**src/hdl/pts_pkg.sv**
```systemverilog
// Types and codes shared by the priority task scheduler modules.
// No dependencies.
`timescale 1ns / 1ps

package pts_pkg;

  typedef enum logic [2:0] {
    OP_START    = 3'd0,
    OP_CREATE   = 3'd1,
    OP_DELAY    = 3'd2,
    OP_SUSPEND  = 3'd3,
    OP_ACTIVATE = 3'd4,
    OP_TICK     = 3'd5,
    OP_BAD      = 3'd7
  } op_e;

  typedef enum logic [1:0] {
    ST_READY     = 2'd0,
    ST_RUNNING   = 2'd1,
    ST_WAITING   = 2'd2,
    ST_SUSPENDED = 2'd3
  } status_e;

  typedef enum logic [2:0] {
    BK_IDLE,
    BK_APPLY,
    BK_SCAN,
    BK_COMMIT,
    BK_REPORT
  } back_state_e;

  typedef struct packed {
    logic [2:0]  req_type;
    logic [6:0]  priority_req;
    logic        autostart;
    logic [31:0] delay_ticks;
    logic [2:0]  target_task;
  } in_t;

  typedef struct packed {
    logic [2:0]  new_handle;
    logic        create_ok;
    logic        req_error;
    logic [2:0]  running_task;
    logic        running_valid;
    logic        switched;
    logic [31:0] tick_count;
  } out_t;

  // Decoded request as it travels from the front end to the executor.
  typedef struct packed {
    op_e         op;
    logic [6:0]  prio;
    logic        autostart;
    logic [31:0] delay;
    logic [2:0]  target;
  } cmd_t;

  // Handshake between the request queue and the executor.
  typedef struct packed {
    logic valid;
    cmd_t cmd;
  } cmd_req_t;

endpackage

```
**src/hdl/pts_front.sv**
```systemverilog
// Front end: accepts request transactions, decodes them and queues them.
// Depends on pts_pkg.
`timescale 1ns / 1ps

module pts_front (
  input  logic             clk_i,
  input  logic             rst_ni,
  input  logic             in_valid_i,
  output logic             in_ready_o,
  input  pts_pkg::in_t     in_data_i,
  output pts_pkg::cmd_req_t cmd_o,
  input  logic             cmd_pop_i
);
  import pts_pkg::*;

  localparam int unsigned Depth = 2;

  cmd_t       mem_q [Depth];
  logic       wr_ptr_q, wr_ptr_d;
  logic       rd_ptr_q, rd_ptr_d;
  logic [1:0] fill_q, fill_d;
  logic       push, pop;
  cmd_t       dec;

  always_comb begin
    unique case (in_data_i.req_type)
      OP_START:    dec.op = OP_START;
      OP_CREATE:   dec.op = OP_CREATE;
      OP_DELAY:    dec.op = OP_DELAY;
      OP_SUSPEND:  dec.op = OP_SUSPEND;
      OP_ACTIVATE: dec.op = OP_ACTIVATE;
      OP_TICK:     dec.op = OP_TICK;
      default:     dec.op = OP_BAD;
    endcase
    dec.prio      = in_data_i.priority_req;
    dec.autostart = in_data_i.autostart;
    dec.delay     = in_data_i.delay_ticks;
    dec.target    = in_data_i.target_task;
  end

  assign in_ready_o = (fill_q != 2'(Depth));
  assign push       = in_valid_i && in_ready_o;
  assign pop        = cmd_pop_i && (fill_q != 2'd0);

  assign cmd_o.valid = (fill_q != 2'd0);
  assign cmd_o.cmd   = mem_q[rd_ptr_q];

  always_comb begin
    wr_ptr_d = push ? ~wr_ptr_q : wr_ptr_q;
    rd_ptr_d = pop ? ~rd_ptr_q : rd_ptr_q;
    fill_d   = fill_q + 2'(push) - 2'(pop);
  end

  always_ff @(posedge clk_i or negedge rst_ni) begin
    if (!rst_ni) begin
      wr_ptr_q <= 1'b0;
      rd_ptr_q <= 1'b0;
      fill_q   <= 2'd0;
    end else begin
      wr_ptr_q <= wr_ptr_d;
      rd_ptr_q <= rd_ptr_d;
      fill_q   <= fill_d;
    end
  end

  always_ff @(posedge clk_i) begin
    if (push) begin
      mem_q[wr_ptr_q] <= dec;
    end
  end

endmodule

```
**src/hdl/pts_back.sv**
```systemverilog
// Back end: holds the task table, executes requests with a sequential
// dispatch scan and registers the result. Depends on pts_pkg.
`timescale 1ns / 1ps

module pts_back #(
  parameter int unsigned MAX_TASKS  = 8,
  parameter int unsigned TICK_WIDTH = 32
) (
  input  logic              clk_i,
  input  logic              rst_ni,
  input  pts_pkg::cmd_req_t cmd_i,
  output logic              cmd_pop_o,
  output logic              out_valid_o,
  input  logic              out_ready_i,
  output pts_pkg::out_t     out_data_o
);
  import pts_pkg::*;

  localparam int unsigned IdxW = (MAX_TASKS > 1) ? $clog2(MAX_TASKS) : 1;
  localparam int unsigned CntW = $clog2(MAX_TASKS + 1);

  back_state_e state_q, state_d;
  cmd_t        cmd_q;
  logic [CntW-1:0] cnt_q;
  logic [IdxW-1:0] cur_q;
  logic            cur_vld_q;
  logic [TICK_WIDTH-1:0] ticks_q;

  logic [6:0]            prio_q  [MAX_TASKS];
  status_e               stat_q  [MAX_TASKS];
  logic [TICK_WIDTH-1:0] cdown_q [MAX_TASKS];

  logic [CntW-1:0] scan_q;
  logic            found_q;
  logic [6:0]      best_prio_q;
  logic [IdxW-1:0] best_idx_q;
  logic [IdxW-1:0] handle_q;
  logic            ok_q, err_q, sw_q;
  logic            out_vld_q;
  out_t            out_q;

  logic                  apply_err;
  logic                  do_switch;
  logic [IdxW-1:0]       scan_idx;
  logic                  scan_elig;
  logic                  out_load;
  status_e               commit_stat [MAX_TASKS];
  logic [TICK_WIDTH-1:0] commit_cd   [MAX_TASKS];
  logic [63:0]           ticks_wide;

  assign scan_idx  = scan_q[IdxW-1:0];
  // An empty table still passes through the scan state, which must find nothing.
  assign scan_elig = (scan_q < cnt_q) &&
                     ((stat_q[scan_idx] == ST_READY) || (stat_q[scan_idx] == ST_RUNNING));
  assign do_switch = found_q && !(cur_vld_q && (best_idx_q == cur_q));
  assign out_load  = (state_q == BK_REPORT) && (!out_vld_q || out_ready_i);

  always_comb begin
    unique case (cmd_q.op)
      OP_START, OP_CREATE: apply_err = (cnt_q >= CntW'(MAX_TASKS));
      OP_DELAY, OP_SUSPEND: apply_err = !cur_vld_q;
      OP_ACTIVATE: apply_err = (32'(cmd_q.target) >= 32'(cnt_q));
      OP_TICK: apply_err = 1'b0;
      default: apply_err = 1'b1;
    endcase
  end

  // Dispatch result and, on a tick, the countdown that follows it.
  always_comb begin
    for (int i = 0; i < MAX_TASKS; i++) begin
      commit_stat[i] = stat_q[i];
      commit_cd[i]   = cdown_q[i];
      if (do_switch) begin
        if (IdxW'(i) == best_idx_q) begin
          commit_stat[i] = ST_RUNNING;
        end else if (cur_vld_q && (IdxW'(i) == cur_q) && (stat_q[i] == ST_RUNNING)) begin
          commit_stat[i] = ST_READY;
        end
      end
      if ((cmd_q.op == OP_TICK) && (32'(i) < 32'(cnt_q)) &&
          (commit_stat[i] == ST_WAITING)) begin
        commit_cd[i] = cdown_q[i] - TICK_WIDTH'(1);
        if (commit_cd[i] == '0) begin
          commit_stat[i] = ST_READY;
        end
      end
    end
  end

  always_comb begin
    state_d   = state_q;
    cmd_pop_o = 1'b0;
    unique case (state_q)
      BK_IDLE: begin
        if (cmd_i.valid) begin
          cmd_pop_o = 1'b1;
          state_d   = BK_APPLY;
        end
      end
      BK_APPLY: begin
        if (apply_err || (cmd_q.op == OP_CREATE)) begin
          state_d = BK_REPORT;
        end else begin
          state_d = BK_SCAN;
        end
      end
      BK_SCAN: begin
        if ((scan_q + CntW'(1)) >= cnt_q) begin
          state_d = BK_COMMIT;
        end
      end
      BK_COMMIT: state_d = BK_REPORT;
      BK_REPORT: begin
        if (out_load) begin
          state_d = BK_IDLE;
        end
      end
      default: state_d = BK_IDLE;
    endcase
  end

  always_ff @(posedge clk_i or negedge rst_ni) begin
    if (!rst_ni) begin
      state_q <= BK_IDLE;
    end else begin
      state_q <= state_d;
    end
  end

  // Control state of the scheduler.
  always_ff @(posedge clk_i or negedge rst_ni) begin
    if (!rst_ni) begin
      cnt_q     <= '0;
      cur_q     <= '0;
      cur_vld_q <= 1'b0;
      ticks_q   <= '0;
      scan_q    <= '0;
      found_q   <= 1'b0;
      out_vld_q <= 1'b0;
      ok_q      <= 1'b0;
      err_q     <= 1'b0;
      sw_q      <= 1'b0;
    end else begin
      if (state_q == BK_APPLY) begin
        ok_q    <= 1'b0;
        err_q   <= apply_err;
        sw_q    <= 1'b0;
        scan_q  <= '0;
        found_q <= 1'b0;
        if (!apply_err) begin
          unique case (cmd_q.op)
            OP_START: begin
              ticks_q   <= '0;
              cur_vld_q <= 1'b0;
              cnt_q     <= cnt_q + CntW'(1);
              ok_q      <= 1'b1;
            end
            OP_CREATE: begin
              cnt_q <= cnt_q + CntW'(1);
              ok_q  <= 1'b1;
            end
            OP_TICK: ticks_q <= ticks_q + TICK_WIDTH'(1);
            default: ;
          endcase
        end
      end
      if (state_q == BK_SCAN) begin
        scan_q <= scan_q + CntW'(1);
        if (scan_elig && (!found_q || (prio_q[scan_idx] > best_prio_q))) begin
          found_q <= 1'b1;
        end
      end
      if ((state_q == BK_COMMIT) && do_switch) begin
        cur_q     <= best_idx_q;
        cur_vld_q <= 1'b1;
        sw_q      <= 1'b1;
      end
      if (out_load) begin
        out_vld_q <= 1'b1;
      end else if (out_ready_i) begin
        out_vld_q <= 1'b0;
      end
    end
  end

  assign ticks_wide = 64'(ticks_q);

  // Task table, scan payload and result register.
  always_ff @(posedge clk_i) begin
    if (state_q == BK_IDLE && cmd_i.valid) begin
      cmd_q <= cmd_i.cmd;
    end
    if (state_q == BK_APPLY) begin
      handle_q <= cnt_q[IdxW-1:0];
    end
    if ((state_q == BK_APPLY) && !apply_err) begin
      for (int i = 0; i < MAX_TASKS; i++) begin
        unique case (cmd_q.op)
          OP_START: begin
            if (32'(i) == 32'(cnt_q)) begin
              prio_q[i]  <= 7'd0;
              stat_q[i]  <= ST_READY;
              cdown_q[i] <= '0;
            end
          end
          OP_CREATE: begin
            if (32'(i) == 32'(cnt_q)) begin
              prio_q[i]  <= cmd_q.prio;
              stat_q[i]  <= cmd_q.autostart ? ST_READY : ST_SUSPENDED;
              cdown_q[i] <= '0;
            end
          end
          OP_DELAY: begin
            if (IdxW'(i) == cur_q) begin
              stat_q[i]  <= ST_WAITING;
              cdown_q[i] <= TICK_WIDTH'(cmd_q.delay);
            end
          end
          OP_SUSPEND: begin
            if (IdxW'(i) == cur_q) begin
              stat_q[i] <= ST_SUSPENDED;
            end
          end
          OP_ACTIVATE: begin
            if ((32'(i) == 32'(cmd_q.target)) && (stat_q[i] != ST_RUNNING)) begin
              stat_q[i] <= ST_READY;
            end
          end
          default: ;
        endcase
      end
    end
    if ((state_q == BK_SCAN) && scan_elig &&
        (!found_q || (prio_q[scan_idx] > best_prio_q))) begin
      best_prio_q <= prio_q[scan_idx];
      best_idx_q  <= scan_idx;
    end
    if (state_q == BK_COMMIT) begin
      for (int i = 0; i < MAX_TASKS; i++) begin
        stat_q[i]  <= commit_stat[i];
        cdown_q[i] <= commit_cd[i];
      end
    end
    if (out_load) begin
      out_q.new_handle    <= ok_q ? 3'(handle_q) : 3'd0;
      out_q.create_ok     <= ok_q;
      out_q.req_error     <= err_q;
      out_q.running_task  <= cur_vld_q ? 3'(cur_q) : 3'd0;
      out_q.running_valid <= cur_vld_q;
      out_q.switched      <= sw_q;
      out_q.tick_count    <= ticks_wide[31:0];
    end
  end

  assign out_valid_o = out_vld_q;
  assign out_data_o  = out_q;

endmodule

```
**src/hdl/priority_task_scheduler.sv**
```systemverilog
// Top level of the fixed-priority preemptive task scheduler.
// Depends on pts_pkg, pts_front and pts_back.
//
// Usage: requests enter on the in_valid_i / in_ready_o channel, one
// transaction per request, and each request yields exactly one result
// transaction on out_valid_o / out_ready_i, in order.
// A two-entry request queue separates the front end from the executor,
// so requests are taken while the executor is busy or a result waits.
// After acceptance, a request is fetched from the queue, applied,
// passed through the dispatch scan, one table entry per cycle,
// committed, and its result is registered. Create and rejected
// requests skip the scan and the commit. The executor takes the next
// request only once the result of the last one is registered.
// Reset clears the task count, current task and tick counter; table
// entries are written by start or create before they are read.
// A stalled receiver holds the result register; the executor then waits
// and the queue fills, after which in_ready_o drops.
`timescale 1ns / 1ps

module priority_task_scheduler #(
  parameter int unsigned MAX_TASKS  = 8,
  parameter int unsigned TICK_WIDTH = 32
) (
  input  logic          clk_i,
  input  logic          rst_ni,
  input  logic          in_valid_i,
  output logic          in_ready_o,
  input  pts_pkg::in_t  in_data_i,
  output logic          out_valid_o,
  input  logic          out_ready_i,
  output pts_pkg::out_t out_data_o
);
  import pts_pkg::*;

  cmd_req_t cmd;
  logic     cmd_pop;

  pts_front u_front (
    .clk_i      (clk_i),
    .rst_ni     (rst_ni),
    .in_valid_i (in_valid_i),
    .in_ready_o (in_ready_o),
    .in_data_i  (in_data_i),
    .cmd_o      (cmd),
    .cmd_pop_i  (cmd_pop)
  );

  pts_back #(
    .MAX_TASKS  (MAX_TASKS),
    .TICK_WIDTH (TICK_WIDTH)
  ) u_back (
    .clk_i       (clk_i),
    .rst_ni      (rst_ni),
    .cmd_i       (cmd),
    .cmd_pop_o   (cmd_pop),
    .out_valid_o (out_valid_o),
    .out_ready_i (out_ready_i),
    .out_data_o  (out_data_o)
  );

endmodule

```
**config.mk**
```make
export PLATFORM = sky130hd
export DESIGN_NAME = priority_task_scheduler
export DESIGN_NICKNAME = d
export VERILOG_FILES = /design/src/hdl/pts_pkg.sv /design/src/hdl/pts_front.sv /design/src/hdl/pts_back.sv /design/src/hdl/priority_task_scheduler.sv
export SDC_FILE = /design/constraint.sdc
export NUM_CORES = 1
export LEC_CHECK = 0
export ABC_AREA = 0
export BUFFER_PORTS_ARGS = -buffer_cell sky130_fd_sc_hd__buf_4
export CORE_MARGIN = 5
export CORE_UTILIZATION = 65
export DETAILED_ROUTE_END_ITERATION = 10
export MAX_ROUTING_LAYER = met4
export PLACE_DENSITY = 0.83
export SYNTH_ARGS = -nofsm -noshare
export SYNTH_HDL_FRONTEND = slang
export SYNTH_SLANG_ARGS = --single-unit
```
**constraint.sdc**
```tcl
create_clock -name clk_i -period 9.85 [get_ports clk_i]
set_input_delay 0.985 -clock clk_i [delete_from_list [all_inputs] [get_ports clk_i]]
set_output_delay 0.985 -clock clk_i [all_outputs]
set_load 0.005 [all_outputs]
```
---- After elaboration in Yosys (flattened, before gate mapping) ----
Memory sizes are Yosys's and may differ from the RTL's. A register that Yosys moved wholly into a read port is not among the register bits.
Cells that the tools add are included.
storage, ports and cells
  bits in registers ....................... 111
  memories ................................ 4
  input port bits ......................... 50
  logic and storage cells ................. 613
  bits in writable memories ............... 420
  output and inout port bits .............. 44
memory list
  memory          words  width  read ports  clocked after memory_dff  wr ports  line             RTL
  u_back.cdown_q  8      32     8           0                         8         pts_back.sv:31   logic [TICK_WIDTH-1:0] cdown_q [MAX_TASKS];
  u_front.mem_q   2      46     1           1                         1         pts_front.sv:18  cmd_t mem_q [Depth];
  u_back.prio_q   8      7      1           0                         1         pts_back.sv:29   logic [6:0] prio_q [MAX_TASKS];
  u_back.stat_q   8      2      9           0                         8         pts_back.sv:30   status_e stat_q [MAX_TASKS];
operators by class
  bitwise logic cells ..................... 75
  multiplexer cells ....................... 315
  magnitude comparators ................... 13
  reductions and logical operators ........ 96
  equality and inequality tests ........... 73
  add/subtract/negate cells ............... 13
operators by type and width
  kind                     count
  $mux W32                 32
  $logic_not A32 Y1        8
  $sub A32 B1 Y32 const B  8
  $mux W1                  170
  $mux W2                  81
  $mux W7                  15
  $or A1 B1 Y1             72
  $pmux W32 S2             1
  $logic_and A1 B1 Y1      52
  $reduce_or A7 Y1         7
  $eq A3 B3 Y1 const A     12
  $mux W3                  11
  $add A32 B1 Y32 const B  1
  $ne A2 B1 Y1 const B     11
  $eq A2 B1 Y1 const B     9
  $eq A2 B3 Y1 const A     6
  $eq A3 B2 Y1 const B     6
  $logic_not A3 Y1         6
  $pmux W3 S6              1
  $eq A2 B2 Y1 const B     8
  $eq A3 B4 Y1 const A     4
  $lt A3 B4 Y1 const A     4
  $eq A3 B3 Y1 const B     5
  $pmux W3 S5              1
  other kinds (26)         54

---- Logic depth before layout (Yosys ltp) ----
  depth after elaboration ................. 16
  depth in mapped cells ................... 13
  depth with buffers taken out ............ 10

---- By module ----
A second synthesis with hierarchy kept.
second synthesis, totals
  cells, all modules ...................... 2950
  area total of the unflattened synthesis .. 31398.9 um2
by module, submodules not included
  module     sequential area each (um2)  area an instance (um2)  cells an instance  instances
  pts_back   14183.6                     27741.6                 2787               1
  pts_front  2862.7                      3657.3                  163                1

---- Worst setup path after synthesis ----
OpenSTA, ideal clock, no wires.
  path type ............................... register to register
  start ................................... register u_back.best_idx_q[2] (netlist name)
  end ..................................... memory u_back.cdown_q[7][4], in the netlist u_back.cdown_q[1][100], enable pin
  data required time ...................... 9384 ps
  arrival time ............................ 3856 ps
  setup time .............................. 466 ps
  buffers on the path ..................... 1
  path slack .............................. 5528 ps
  clock period less this slack ............ 4322 ps
  cell stages (with the launch flop) ...... 8
  cells stage by stage .................... edfxtp_1 > clkbuf_1 > xor2_1 > or4_1 > nand2_1 > o21a_1 > nand4_1 > o21ai_0
RTL lines
  element    line
  to (decl)  pts_back.sv:31

==> impl_metrics.csv <==
group,metric,value,unit
final_layout,drive_gt1_share,11.5,%
setup_path,cp-start-kind,"register",
setup_path,cp_common_cell,"buf_4",
logic_synthesis,ys.flop_type,"edfxtp_1",
logic_synthesis,async_flop_share,9.71,%
final_layout,synthToLayoutAreaGrowth,9.76,%
power_and_ir_drop,p_int,4.97,mW
logic_synthesis,yosysWarnings,0,
timing,skew,0.0610,ns
hold_path,min_path_type,"input pin to asynchronous set/reset pin",
final_layout,utilization,72.2,%
logic_synthesis,synth_area_leader_cell,"edfxtp_1",
clock_network,cts-root-buf,"clkbuf_16",
clock_network,holdBufCountCts,0,
final_layout,seq_area,17000,um2
clock_network,path_clk_slew,0.06,ns
clock_network,clk_latency,0.66,ns
clock_network,post_cts_buffers,0,
final_layout,fin_cells,3645,
timing,rsz0062_at_grt,"false",
logic_synthesis,synth_seq_cells,577,
power_and_ir_drop,pwr-share-seq,53.2,%
timing,slew_violations,0,
setup_path,cp.required,10.10,ns
route,drtIter0Drc,3172,
floorplan,initial_utilization,65.8,%
power_and_ir_drop,p_clk_share,30.0,%
logic_synthesis,synthTopCellsByArea,"edfxtp_1 50%, xnor2_1 4.8%, o21ai_0 4.7%, nand2_1 4.6%, dfrtp_1 4.5%",
setup_path,critPathTopFamily,"simple AND/OR/NAND/NOR gates",
route,wl,87600,um
setup_path,arrival,4.58,ns
final_layout,fin_nets,3066,
floorplan,pin_count,94,
power_and_ir_drop,p_switching,2.59,mW
power_and_ir_drop,combPwrFrac,16.8,%
logic_synthesis,syn_area_per_cell,10.6,um2
clock_network,cts_buffer_depth,3,
place,io_buffer_count,93,
global_routing,grt_overflow_total,0,
place,gp_congestion,0.996,
logic_synthesis,synthesis.area,31500,um2
timing,worst_pin_slew,1.32,ns
route,num_vias,24600,
clock_network,htreeDepth,2,
route,wire_per_inst,24.0,um
setup_path,path_class,"register to register",
power_and_ir_drop,p_leak,11.3,nW
route,ant_nets,0,
global_routing,grt_pass1_vias,23800,
logic_synthesis,yosysUniqueCellTypes,92,
logic_synthesis,synth_top_area_share,49.7,%
floorplan,die_w,230,um
setup_path,crit_path_end_kind,"register",
place,dpl.cell_count,3529,
logic_synthesis,ys_seq_area_share,54.1,%
timing,setup_viol,0,
clock_network,post_cts_resized,0,
setup_path,crit_chain,"inv_1 -> ha_1 -> a21oi_1 -> o21ai_0 -> a211oi_1 -> buf_4 -> nand3_1 -> buf_4 -> nor2_2 -> nor2_1 -> a21oi_2 -> buf_4",
floorplan,num_rows,80,
clock_network,cts_buffers,59,
timing,hold_violations,0,
timing,fin_setup_tns,0,ns
power_and_ir_drop,vdd_drop_max,0.000279,V
route,vias_per_cell,6.75,
setup_path,crit_buf_inv,4,
setup_path,cpPeakStageDelay,1.02,ns
status,outcome,"completed",
global_routing,grt_max_degree,95,
timing,finalCritPeriodShare,43.9,%
route,drc,0,
setup_path,path_max_fanout,33,
floorplan,fp.dieArea,52900,um2
global_routing,antenna_found_initial,2,
final_layout,fill_cells,3265,
floorplan,die_h,230,um
timing,period_needed,4.33,ns
timing,fmax,0.231,GHz
logic_synthesis,synth_cells,2964,
logic_synthesis,synth_edf_count,521,
setup_path,cp_slowest_cell,"nor2_2",
clock_network,cts_tree,"yes",
floorplan,core-area,47800,um2
job,max_cap_viol_count,0,
power_and_ir_drop,swShare,34.2,%
clock_network,clock_sinks,577,
timing,slew_headroom,11.8,%
logic_synthesis,syn-num-nets,3055,
power_and_ir_drop,cellPowerDensity,219,nW/um2
global_routing,grt_pass1_wl,135000,um
final_layout,multi_input_area,13600,um2
global_routing,grt_use_total,33.3,%
place,place_hpwl,56900,um
route,firstDrtPassIters,6,
metal layers:
metal  share of wire (%)  track usage (%)
met3                  11             7.06
met5                   0                -
met2                  46             51.7
met4                 4.9             13.8
met1                  38             43.4
cells in the final DEF (no fill, tap or decap), drive strengths merged, types with 75 or more instances in the layout:
master | synthesis | routed
nor3 | 109 | 109
nand2 | 389 | 389
xnor2 | 173 | 173
edfxtp | 521 | 521
o21ai | 295 | 295
buf | 14 | 120
clkbuf | 156 | 75
nor2 | 202 | 202
nor4 | 93 | 93
xor2 | 87 | 87
metrics by stage:
stage / cell area, um2 / power [mW] / hold WS (ns) / setup slack, ns
after global placement: 32600 / 5.20 / 0.462 / 5.73
after detailed placement: 32600 / 5.26 / 0.458 / 5.62
after CTS: 34500 / 7.51 / 0.398 / 5.57
final: 34600 / 7.56 / 0.393 / 5.52
after floorplan: 31500 / 4.45 / 0.423 / 5.53
after global routing: 34500 / 7.80 / 0.434 / 5.17
synthesized netlist by cell type (11+ instances only):
master,count
nand4_1,40
xor2_1,87
clkbuf_1,124
o22ai_1,11
nand3_1,63
a211oi_1,11
nand4b_1,23
o21ai_0,294
nand3b_1,20
a21o_1,18
nand2b_1,24
nand2_1,388
inv_1,69
a31oi_1,14
mux2_2,56
nor2b_1,21
o21a_1,11
nor4b_1,18
dfrtp_1,56
edfxtp_1,521
or3_1,42
a21oi_1,57
and2_1,52
a22o_1,11
or2_2,16
nor2_1,202
clkbuf_2,32
and3_1,42
or4_1,25
nor3b_1,16
o31ai_1,19
mux4_2,16
nor3_1,104
ha_1,41
nor4_1,88
xnor2_1,173
flip-flops by register name, summed over array words and instances, names as in the netlist, 4 cells and up:
name                flops
u_back.stat_q          16
u_back.out_data_o      42
u_back.scan_q           4
u_back.prio_q          56
u_back.cdown_q        256
u_back.ticks_q         32
u_back.cnt_q            4
u_back.best_prio_q      7
u_front.mem_q          92
u_back.cmd_q           46
power by group through the flow:
stage               logic [mW]  registers, mW  clock network [mW]
finish                    1.27           4.02                2.27
global route              1.38           4.02                2.40
CTS                       1.26           3.97                2.28
detailed placement        1.25           4.01                   0
global placement          1.21           3.99                   0
floorplan                 1.07           3.38                   0
layout make-up:
type | instances | area share [%]
clock inverters | 35 | 1.10
multi-input cells | 2147 | 39.3
repair buffers | 120 | 2.61
well taps | 615 | 2.23
clock buffers | 75 | 4.62
inverters | 70 | 0.760
diodes | 6 | 0.0435
flip-flops and latches | 577 | 49.3
path summary, 6_finish.rpt:
kind	from	endpoint	slack [ns]	cells past startpoint
min in group clk_i	u_back.err_q	u_back.out_data_o[37]	0.48	0
min	rst_ni	u_front.wr_ptr_q	0.39	1
max	u_back.cnt_q[2]	u_back.cdown_q[1][12]	5.52	12
max reg2reg	u_back.cnt_q[2]	u_back.cdown_q[1][12]	5.52	12
max in group asynchronous	rst_ni	u_back.ticks_q[14]	8.92	1
min reg2reg	u_back.err_q	u_back.out_data_o[37]	0.48	0
cell families (layout without fill, tap and decap cells):
family | after synthesis | in the layout | share of synthesized area (%)
buffers and inverters | 240 | 300 | 3.06
and+or+nand+nor | 1229 | 1229 | 20.2
adders and majority gates | 41 | 41 | 1.63
other | 0 | 6 | 0
DFF | 577 | 577 | 54.1
muxes | 77 | 77 | 3.31
AOI/OAI and AO/OA | 540 | 540 | 10.4
xor gates and xnor gates | 260 | 260 | 7.23
Power figures use the tool's default switching activity.
